### config.mk
export PLATFORM = sky130hd
export DESIGN_NAME = arm64_gadget_window_classifier_core
export DESIGN_NICKNAME = d
export VERILOG_FILES = /design/src/rtl/agwc_pkg.sv /design/src/rtl/agwc_decode.sv /design/src/rtl/arm64_gadget_window_classifier_core.sv
export VERILOG_INCLUDE_DIRS = /design/src /design/src/rtl
export SDC_FILE = /design/constraint.sdc
export NUM_CORES = 1
export LEC_CHECK = 0
export BUFFER_PORTS_ARGS = -buffer_cell sky130_fd_sc_hd__clkbuf_2
export CAP_MARGIN = 0
export CORE_UTILIZATION = 55
export DETAILED_ROUTE_END_ITERATION = 6
export PLACE_DENSITY = 0.8
export REMOVE_ABC_BUFFERS = 1
export SYNTH_ARGS = -nofsm -noshare
export SYNTH_HDL_FRONTEND = slang
export SYNTH_SLANG_ARGS = --single-unit
export TNS_END_PERCENT = 5
### constraint.sdc
create_clock -name aclk -period 8.8 [get_ports aclk]
set_input_delay 1.76 -clock aclk [delete_from_list [all_inputs] [get_ports aclk]]
set_output_delay 1.76 -clock aclk [all_outputs]
set_load 0.1 [all_outputs]
### src/rtl/arm64_gadget_window_classifier_core_defines.svh
// Assertion macros used by the classifier core RTL.
`ifndef ARM64_GADGET_WINDOW_CLASSIFIER_CORE_DEFINES_SVH
`define ARM64_GADGET_WINDOW_CLASSIFIER_CORE_DEFINES_SVH

// Same-cycle implication, checked out of reset.
`define AGWC_ASSERT_NOW(name, ante, cons, msg) \
    name: assert property (@(posedge aclk) disable iff (!aresetn) (ante) |-> (cons)) \
        else $error(msg);

// Next-cycle implication, checked out of reset.
`define AGWC_ASSERT_NEXT(name, ante, cons, msg) \
    name: assert property (@(posedge aclk) disable iff (!aresetn) (ante) |=> (cons)) \
        else $error(msg);

`endif

### src/rtl/agwc_pkg.sv
package agwc_pkg;

    localparam int WINDOW_DEPTH = 5;
    localparam int HIST_DEPTH   = (WINDOW_DEPTH > 1) ? WINDOW_DEPTH - 1 : 1;
    localparam int DEPTH_W      = $clog2(WINDOW_DEPTH + 1);

    localparam int FLAG_W   = 5;
    localparam int FL_X0    = 0;
    localparam int FL_X1    = 1;
    localparam int FL_X2    = 2;
    localparam int FL_X8    = 3;
    localparam int FL_PIVOT = 4;

    localparam logic [31:0] RET_WORD    = 32'hd65f03c0;
    localparam logic [31:0] SVC_MASK    = 32'hffe0001f;
    localparam logic [31:0] SVC_MATCH   = 32'hd4000001;
    localparam logic [31:0] BLR_MASK    = 32'hfffffc1f;
    localparam logic [31:0] BLR_MATCH   = 32'hd63f0000;
    localparam logic [31:0] LOAD_MASK   = 32'hffc003e0;
    localparam logic [31:0] LDP_OFF     = 32'ha94003e0;
    localparam logic [31:0] LDP_POST    = 32'ha8c003e0;
    localparam logic [31:0] LDR_UOFF    = 32'hf94003e0;
    localparam logic [31:0] ADDSP_MASK  = 32'hff0003ff;
    localparam logic [31:0] ADDSP_MATCH = 32'h910003ff;

    localparam logic [4:0] REG_X0 = 5'd0;
    localparam logic [4:0] REG_X1 = 5'd1;
    localparam logic [4:0] REG_X2 = 5'd2;
    localparam logic [4:0] REG_X8 = 5'd8;
    localparam logic [4:0] REG_SP = 5'd31;

    typedef logic [FLAG_W-1:0] flags_t;

    typedef struct packed {
        logic [31:0] instr_word;
        logic [63:0] word_address;
        logic        start_of_region;
    } s_payload_t;

    typedef struct packed {
        logic [63:0] gadget_start_address;
        logic [2:0]  gadget_words;
        logic        ends_ret;
        logic        ends_svc;
        logic        ends_blr;
        logic        loads_x0;
        logic        loads_x1;
        logic        loads_x2;
        logic        loads_x8;
        logic        stack_pivot;
        logic        last_of_run;
    } m_payload_t;

    typedef struct packed {
        flags_t flags;
        logic   is_ret;
        logic   is_svc;
        logic   is_blr;
    } word_info_t;

    function automatic flags_t target_flags(input logic [4:0] r);
        flags_t f;
        f           = '0;
        f[FL_X1]    = (r == REG_X1);
        f[FL_X2]    = (r == REG_X2);
        f[FL_X8]    = (r == REG_X8);
        f[FL_PIVOT] = (r == REG_SP);
        return f;
    endfunction

endpackage

### src/rtl/agwc_decode.sv
module agwc_decode (
    input  logic [31:0]         instr_word,
    output agwc_pkg::word_info_t info
);

    logic [31:0]      load_bits;
    logic             is_ldp;
    logic             is_ldr;
    agwc_pkg::flags_t f;

    assign load_bits = instr_word & agwc_pkg::LOAD_MASK;
    assign is_ldp    = (load_bits == agwc_pkg::LDP_OFF) || (load_bits == agwc_pkg::LDP_POST);
    assign is_ldr    = (load_bits == agwc_pkg::LDR_UOFF);

    always_comb begin
        f = '0;
        if (is_ldp) begin
            f = agwc_pkg::target_flags(instr_word[4:0])
              | agwc_pkg::target_flags(instr_word[14:10]);
        end else if (is_ldr) begin
            f = agwc_pkg::target_flags(instr_word[4:0]);
        end
        // x0 counts only as the first target
        if ((is_ldp || is_ldr) && (instr_word[4:0] == agwc_pkg::REG_X0)) begin
            f[agwc_pkg::FL_X0] = 1'b1;
        end
        if ((instr_word & agwc_pkg::ADDSP_MASK) == agwc_pkg::ADDSP_MATCH) begin
            f[agwc_pkg::FL_PIVOT] = 1'b1;
        end
    end

    assign info.flags  = f;
    assign info.is_ret = (instr_word == agwc_pkg::RET_WORD);
    assign info.is_svc = ((instr_word & agwc_pkg::SVC_MASK) == agwc_pkg::SVC_MATCH);
    assign info.is_blr = ((instr_word & agwc_pkg::BLR_MASK) == agwc_pkg::BLR_MATCH);

endmodule

### src/rtl/arm64_gadget_window_classifier_core.sv
// ARM64 gadget window classifier.
// Input channel s_*: one instruction word per transaction with its address and a
// region-start mark. Result channel m_*: one transaction per window that ends at a
// ret, svc or blr word, shortest window first, last_of_run on the longest one.
// Windows span the ending word and up to four stored words of the same region.
// The first result of a terminator passes through the run register and then the
// output register before it is presented on m_.
// A non-terminating word yields no result; a terminator yields one result per window
// (1 to 5), and the run register hands them one at a time to the output register,
// waiting while the output register holds an untaken result. The next word is taken
// in the cycle its last result moves to the output register, so input keeps flowing
// while that result waits on m_ready.
// Reset (aresetn low at a clock edge) clears the word history, the run and the
// output valid. When m_ready is low the output register holds its transaction,
// the run holds, and s_ready drops once a terminator run is pending.
`include "arm64_gadget_window_classifier_core_defines.svh"

module arm64_gadget_window_classifier_core (
    input  logic                 aclk,
    input  logic                 aresetn,
    input  logic                 s_valid,
    output logic                 s_ready,
    input  agwc_pkg::s_payload_t s_data,
    output logic                 m_valid,
    input  logic                 m_ready,
    output agwc_pkg::m_payload_t m_data
);

    agwc_pkg::word_info_t info;

    agwc_decode u_decode (
        .instr_word (s_data.instr_word),
        .info       (info)
    );

    // word history, most recent first
    agwc_pkg::flags_t              hist_reg   [agwc_pkg::HIST_DEPTH];
    agwc_pkg::flags_t              hist_next  [agwc_pkg::HIST_DEPTH];
    logic [agwc_pkg::DEPTH_W-1:0]  count_reg, count_next, count_eff;

    // pending run of results
    logic                          run_valid_reg, run_valid_next;
    logic [63:0]                   run_addr_reg, run_addr_next;
    logic [agwc_pkg::DEPTH_W-1:0]  run_len_reg, run_len_next;
    logic [agwc_pkg::DEPTH_W-1:0]  run_d_reg, run_d_next;
    logic                          run_ret_reg, run_ret_next;
    logic                          run_svc_reg, run_svc_next;
    logic                          run_blr_reg, run_blr_next;
    agwc_pkg::flags_t              run_acc_reg  [agwc_pkg::WINDOW_DEPTH];
    agwc_pkg::flags_t              run_acc_next [agwc_pkg::WINDOW_DEPTH];
    agwc_pkg::flags_t              prefix       [agwc_pkg::WINDOW_DEPTH];

    logic                          m_valid_reg, m_valid_next;
    agwc_pkg::m_payload_t          m_data_reg, m_data_next;

    logic                          emit;
    logic                          run_last;
    logic                          accept;
    logic                          is_term;

    assign emit     = run_valid_reg && (!m_valid_reg || m_ready);
    assign run_last = (run_d_reg == run_len_reg);
    assign s_ready  = !run_valid_reg || (emit && run_last);
    assign accept   = s_valid && s_ready;
    assign is_term  = info.is_ret || info.is_svc || info.is_blr;

    assign m_valid = m_valid_reg;
    assign m_data  = m_data_reg;

    assign count_eff = s_data.start_of_region ? '0 : count_reg;

    // ORed flags of the windows of each length ending at the incoming word
    always_comb begin
        prefix[0] = info.flags;
        for (int k = 1; k < agwc_pkg::WINDOW_DEPTH; k++) begin
            prefix[k] = prefix[k-1] | hist_reg[k-1];
        end
    end

    always_comb begin
        hist_next  = hist_reg;
        count_next = count_reg;
        if (accept) begin
            for (int k = agwc_pkg::HIST_DEPTH - 1; k > 0; k--) begin
                hist_next[k] = hist_reg[k-1];
            end
            hist_next[0] = info.flags;
            if (count_eff < agwc_pkg::DEPTH_W'(agwc_pkg::WINDOW_DEPTH - 1)) begin
                count_next = count_eff + 1'b1;
            end else begin
                count_next = count_eff;
            end
        end
    end

    always_comb begin
        run_valid_next = run_valid_reg;
        run_addr_next  = run_addr_reg;
        run_len_next   = run_len_reg;
        run_d_next     = run_d_reg;
        run_ret_next   = run_ret_reg;
        run_svc_next   = run_svc_reg;
        run_blr_next   = run_blr_reg;
        run_acc_next   = run_acc_reg;
        if (emit) begin
            // advance to the next longer window
            run_valid_next = !run_last;
            run_d_next     = run_d_reg + 1'b1;
            run_addr_next  = run_addr_reg - 64'd4;
            for (int k = 0; k < agwc_pkg::WINDOW_DEPTH - 1; k++) begin
                run_acc_next[k] = run_acc_reg[k+1];
            end
        end
        if (accept && is_term) begin
            run_valid_next = 1'b1;
            run_addr_next  = s_data.word_address;
            run_len_next   = count_eff + 1'b1;
            run_d_next     = agwc_pkg::DEPTH_W'(1);
            run_ret_next   = info.is_ret;
            run_svc_next   = info.is_svc;
            run_blr_next   = info.is_blr;
            run_acc_next   = prefix;
        end
    end

    always_comb begin
        m_data_next  = m_data_reg;
        m_valid_next = m_valid_reg && !m_ready;
        if (emit) begin
            m_valid_next                     = 1'b1;
            m_data_next.gadget_start_address = run_addr_reg;
            m_data_next.gadget_words         = 3'(run_d_reg);
            m_data_next.ends_ret             = run_ret_reg;
            m_data_next.ends_svc             = run_svc_reg;
            m_data_next.ends_blr             = run_blr_reg;
            m_data_next.loads_x0             = run_acc_reg[0][agwc_pkg::FL_X0];
            m_data_next.loads_x1             = run_acc_reg[0][agwc_pkg::FL_X1];
            m_data_next.loads_x2             = run_acc_reg[0][agwc_pkg::FL_X2];
            m_data_next.loads_x8             = run_acc_reg[0][agwc_pkg::FL_X8];
            m_data_next.stack_pivot          = run_acc_reg[0][agwc_pkg::FL_PIVOT];
            m_data_next.last_of_run          = run_last;
        end
    end

    always_ff @(posedge aclk) begin
        if (!aresetn) begin
            hist_reg      <= '{default: '0};
            count_reg     <= '0;
            run_valid_reg <= 1'b0;
            m_valid_reg   <= 1'b0;
        end else begin
            hist_reg      <= hist_next;
            count_reg     <= count_next;
            run_valid_reg <= run_valid_next;
            m_valid_reg   <= m_valid_next;
        end
    end

    always_ff @(posedge aclk) begin
        run_addr_reg <= run_addr_next;
        run_len_reg  <= run_len_next;
        run_d_reg    <= run_d_next;
        run_ret_reg  <= run_ret_next;
        run_svc_reg  <= run_svc_next;
        run_blr_reg  <= run_blr_next;
        run_acc_reg  <= run_acc_next;
        m_data_reg   <= m_data_next;
    end

    `AGWC_ASSERT_NOW(a_run_in_range, run_valid_reg, (run_d_reg >= agwc_pkg::DEPTH_W'(1)) && (run_d_reg <= run_len_reg), "run position out of range")
    `AGWC_ASSERT_NOW(a_words_in_range, m_valid_reg, (m_data_reg.gadget_words >= 3'd1) && (m_data_reg.gadget_words <= 3'(agwc_pkg::WINDOW_DEPTH)), "window length out of range")
    `AGWC_ASSERT_NEXT(a_run_continues, emit && !run_last, run_valid_reg && m_valid_reg && !m_data_reg.last_of_run, "run ended before its longest window")

endmodule
**After elaboration in Yosys (flattened, before gate mapping)**

Cells that the tools add are included.

- Register bits: 199
- Input bits: 101
- Output and inout port bits: 78
- Word-level logic and storage cells: 85

- Add/subtract/negate cells: 3
- Magnitude comparators: 1
- Eq/ne operators: 16
- Mux-type cells: 13
- Bitwise gates (word level): 5
- Reductions and logical operators: 18

Operators with widths:

| operator | count |
|---|---|
| 64-bit two-way mux | 2 |
| 64-bit by 3-bit subtractor with 64-bit output, second input constant | 1 |
| 15-bit equality test, second input constant | 3 |
| 32-bit equality test, second input constant | 1 |
| 27-bit equality test, second input constant | 1 |
| 25-bit two-way mux | 1 |
| 5-bit bitwise OR | 5 |
| 20-bit two-way mux | 1 |
| 18-bit equality test, second input constant | 1 |
| 16-bit equality test, second input constant | 1 |
| 5-bit by 1-bit equality test with 1-bit output, second input constant | 2 |
| 5-bit by 2-bit equality test with 1-bit output, second input constant | 2 |
| 5-bit by 4-bit equality test with 1-bit output, second input constant | 2 |
| 5-bit equality test, second input constant | 2 |
| 5-bit two-way mux | 2 |
| 3-bit by 1-bit adder with 3-bit output, second input constant | 2 |
| 1-bit logical AND | 6 |
| 1-bit logical OR | 6 |
| 3-bit two-way mux | 2 |
| 5-bit logical NOT | 1 |
| 1-bit two-way mux | 5 |
| 1-bit logical NOT | 4 |
| 3-bit equality test | 1 |
| 3-bit less-than comparator, second input constant | 1 |
| 2-bit nonzero test | 1 |

**Logic depth before layout (Yosys ltp)**

- Word-level depth: 10
- Mapped depth: 10
- Gate-level depth less buffers: 8

**Modules after synthesis**

Synthesis repeated with hierarchy kept, for this count alone.

- Cells, all modules: 770
- Area total of the unflattened synthesis: 8,894.8 µm²

Modules (own cells, without submodules):

| module | instances | cells an instance | area each (µm²) | sequential area each (µm²) |
|---|---|---|---|---|
| arm64_gadget_window_classifier_core | 1 | 716 | 8,543.2 | 5,695.5 |
| agwc_decode | 1 | 54 | 351.6 | 0.0 |

**Least setup slack after synthesis**

OpenSTA, ideal clock, no wires.

- Path type: input -> register
- From: in m_ready
- To: reg run_acc_reg[10] in the netlist's numbering (enable)
- Setup time: 452 ps
- Arrival time: 7,964 ps
- Required time: 8,348 ps
- Path slack: 384 ps
- Stages: 7
- Path buffers: 2
- Path through: nor2b_1 o41ai_1 and2_1 buf_2 nand3_1 clkbuf_1 nand2b_1

- Word-level cells in the longest chain between the ends: 7

RTL lines:

| element | line | source |
|---|---|---|
| from (decl) | arm64_gadget_window_classifier_core.sv:25 | `input logic m_ready,` |
| 1-bit logical OR | arm64_gadget_window_classifier_core.sv:61 | `assign emit = run_valid_reg && (!m_valid_reg \|\| m_ready);` |
| 1-bit logical AND | arm64_gadget_window_classifier_core.sv:61 |  |
| 1-bit logical AND | arm64_gadget_window_classifier_core.sv:63 | `assign s_ready = !run_valid_reg \|\| (emit && run_last);` |
| 1-bit logical OR | arm64_gadget_window_classifier_core.sv:63 |  |
| named net s_ready | arm64_gadget_window_classifier_core.sv:22 | `output logic s_ready,` |
| 1-bit logical AND | arm64_gadget_window_classifier_core.sv:64 | `assign accept = s_valid && s_ready;` |
| 1-bit logical AND | arm64_gadget_window_classifier_core.sv:114 | `if (accept && is_term) begin` |
| 2-bit nonzero test (no line) | n/a |  |
| to (signal assigned) | arm64_gadget_window_classifier_core.sv:166 | `run_acc_reg <= run_acc_next;` |
| to (decl) | arm64_gadget_window_classifier_core.sv:49 | `agwc_pkg::flags_t run_acc_reg [agwc_pkg::WINDOW_DEPTH];` |

The timed path passes the listed nets, and every way through them passes these cells.
A chain may end at the register's enable or synchronous reset.

**Final worst setup path**

- From: in m_ready
- To: out s_ready

- Word-level cells in the longest chain between the ends: 4

RTL lines:

| element | line |
|---|---|
| 1-bit logical OR | arm64_gadget_window_classifier_core.sv:61 |
| 1-bit logical AND | arm64_gadget_window_classifier_core.sv:61 |
| 1-bit logical AND | arm64_gadget_window_classifier_core.sv:63 |
| 1-bit logical OR | arm64_gadget_window_classifier_core.sv:63 |
| to (decl) | arm64_gadget_window_classifier_core.sv:22 |

No other way between the ends.

==> flow_summary.json <==
{
  "status": "finished, final reports clean",
  "wl_per_cell_um": 15.6,
  "row_count": 46,
  "clk_pin_slew_ps": 70,
  "post-route-util": 0.669,
  "place.gp.congestion": 0.792,
  "postCtsSetupRepairBufs": 0,
  "final-max-slew-violation-count": 0,
  "numCtsBuffers": 17,
  "area_delta_synth_final_pct": 18.9,
  "required_ps": 7040,
  "overflow": 0,
  "start_util": 0.563,
  "antenna_found_initial": 1,
  "synth_top_cell_by_area": "edfxtp_1",
  "vias": 6084,
  "final_cell_count_no_fill": 1128,
  "crit_slowest_cell": "o41ai_1",
  "nets": 1003,
  "drc": 0,
  "cp_common_cell": "clkbuf_2",
  "yosysWarnings": 0,
  "fmax_mhz": 206,
  "dieHeight_um": 129,
  "worstPathBufferInverterCount": 2,
  "cts-resized-gates": 0,
  "vias_per_cell": 5.39,
  "htree_levels": 4,
  "tightestPinTransition_ps": 1130,
  "grt_pass1_wl_mm": 27.7,
  "dp_hpwl_mm": 12.0,
  "drt_iter0_drc": 409,
  "largest_reg_flops": 76,
  "antenna_left": 0,
  "critPathArrivalTime_ps": 3090,
  "ys_types": 56,
  "slew_headroom": 0.249,
  "portBuffers": 178,
  "skew_ps": 10.2,
  "finalSetupViolations": 0,
  "cp_top_family": "buffers and inverters",
  "finalWorstSetupSlack_ps": 3950,
  "first_pass_iters": 5,
  "end_kind": "output port",
  "ios": 179,
  "layout_commonest_cell": "clkbuf_2",
  "finalHoldViolCount": 0,
  "synthCells": 723,
  "ys_ff_latch": 199,
  "cts_hold_buf": 0,
  "crit_type": "in2out",
  "layout_common_cells": "clkbuf_2, edfxtp_1, nor2_1",
  "max-vdd-ir-drop_v": 0.000132,
  "dpl_worst_slack_ps": 3910,
  "clk_path_buf_depth": 2,
  "grt_usage": 0.218,
  "power.leakage_nw": 3.64,
  "finalCritPeriodShare": 0.551,
  "syn_avg_cell_area_um2": 12.3,
  "cp_slowest_stage_delay_ps": 620,
  "die_area_mm2": 0.0167,
  "hold_path.class": "reg2reg",
  "coreArea_mm2": 0.0158,
  "cts_root_buffer": "clkbuf_16",
  "drv_cap": 0,
  "drive_gt1_frac": 0.266,
  "cp_max_fo": 4,
  "finalSetupTns_ps": 0,
  "yosysTopAreaCellShare": 0.576,
  "fin_crit_ps": 4850,
  "powerDensity_mw_per_mm2": 169,
  "cts_tree": "done",
  "rsz0062_at_grt": "no",
  "grt_pass1_vias": 5604,
  "synth_area_mm2": 0.00891,
  "fillers": 1211,
  "path_cells": "clkbuf_2, nor2b_1, o41ai_1, clkbuf_2",
  "yosys-top-cells-area": "edfxtp_1, dfxtp_1, xnor2_1, nor2_1, a21oi_1",
  "clk_latency_ps": 420,
  "ys_seq_area_frac": 0.639,
  "worstSetupStartpointType": "primary input",
  "grt_start_max_net_pins": 101,
  "clock_sinks": 199,
  "wl_mm": 17.6,
  "die_x_um": 129,
  "post-place-cells": 1095
}
## final timing paths
kind	start	end	slack [ps]	depth (start not counted)
max	m_ready	s_ready	3950	4
min	run_svc_reg$_DFFE_PP_	m_data[7]$_DFFE_PP_	420	0
max reg2reg	run_len_reg[1]$_DFFE_PP_	run_addr_reg[17]$_DFFE_PP_	5350	6
min reg2reg	run_svc_reg$_DFFE_PP_	m_data[7]$_DFFE_PP_	420	0
## report_power, final
part / leakage, nW / internal [W] / switching (W) / total [W]
clock: 0.278 / 0.000404 / 0.000328 / 0.000732
sequential: 1.67 / 0.00101 / 0.00000113 / 0.00101
combinational: 1.69 / 0.0000232 / 0.0000226 / 0.0000457
## synthesized netlist by cell type, drive strengths merged
library cell / count
nor4b: 2
a211oi: 1
xnor2: 36
nor2b: 6
or2: 1
nand4: 13
and4: 4
o31a: 2
or4bb: 1
nand2: 60
or3: 9
mux2i: 4
a2bb2oi: 1
a21oi: 60
dfxtp: 28
buf: 6
or4b: 4
and2: 12
inv: 13
o41ai: 2
nor3b: 3
nor4: 34
or4: 4
clkbuf: 23
nor3: 17
o41a: 1
nor4bb: 1
ha: 4
and3: 3
o31ai: 2
a21boi: 19
nand3b: 5
nor2: 81
o21ai: 6
and4bb: 1
nand3: 14
edfxtp: 171
o211a: 1
nand2b: 10
o21a: 1
a31oi: 5
xor2: 27
nand4b: 9
mux2: 16
## metrics by stage
step / instance area [µm²] / total power, W / hold WS [ps]
after floorplan: 8780 / 0.00104 / 400
after global placement: 10000 / 0.00108 / 405
after detailed placement: 10000 / 0.00108 / 405
after CTS: 10600 / 0.00180 / 421
after global routing: 10600 / 0.00184 / 426
final: 10600 / 0.00179 / 420
## metal layers
| metal | global-route usage | share of wire | routed length (µm) |
|---|---|---|---|
| met1 | 0.280 | 0.44 | 7810 |
| met2 | 0.363 | 0.48 | 8390 |
| met3 | 0.0504 | 0.061 | 1070 |
| met4 | 0.0761 | 0.016 | 282 |
| met5 | 0 | 0 | 0 |
## worst register-to-register path, delay by kind of cell, from the launching register on
kind,cells,cell delay [ps]
AO/OA/AOI/OAI,1,600
XOR/XNOR,1,170
AND/OR/NAND/NOR,3,1590
flip-flops,1,400
buffers and inverters,1,280
## layout make-up
type	instances	area, µm²	share of cell area
Antenna cell	1	2.50	0.000236
Clock buffer	23	500	0.0472
Clock inverter	9	61.3	0.00579
Inverter	13	48.8	0.00461
Multi-Input combinational cell	482	3070	0.290
Sequential cell	199	5700	0.538
Tap cell	216	270	0.0255
Timing Repair Buffer	185	943	0.0891
## cell families after synthesis
group,count (synthesis),share of synthesized area
flops,199,0.639
mux,20,0.0247
fa+ha+maj,4,0.00562
simple gates,294,0.181
xor+xnor,63,0.0619
compound gates,101,0.0681
buf+inv,42,0.0197
(Power assumes the default switching activity.)
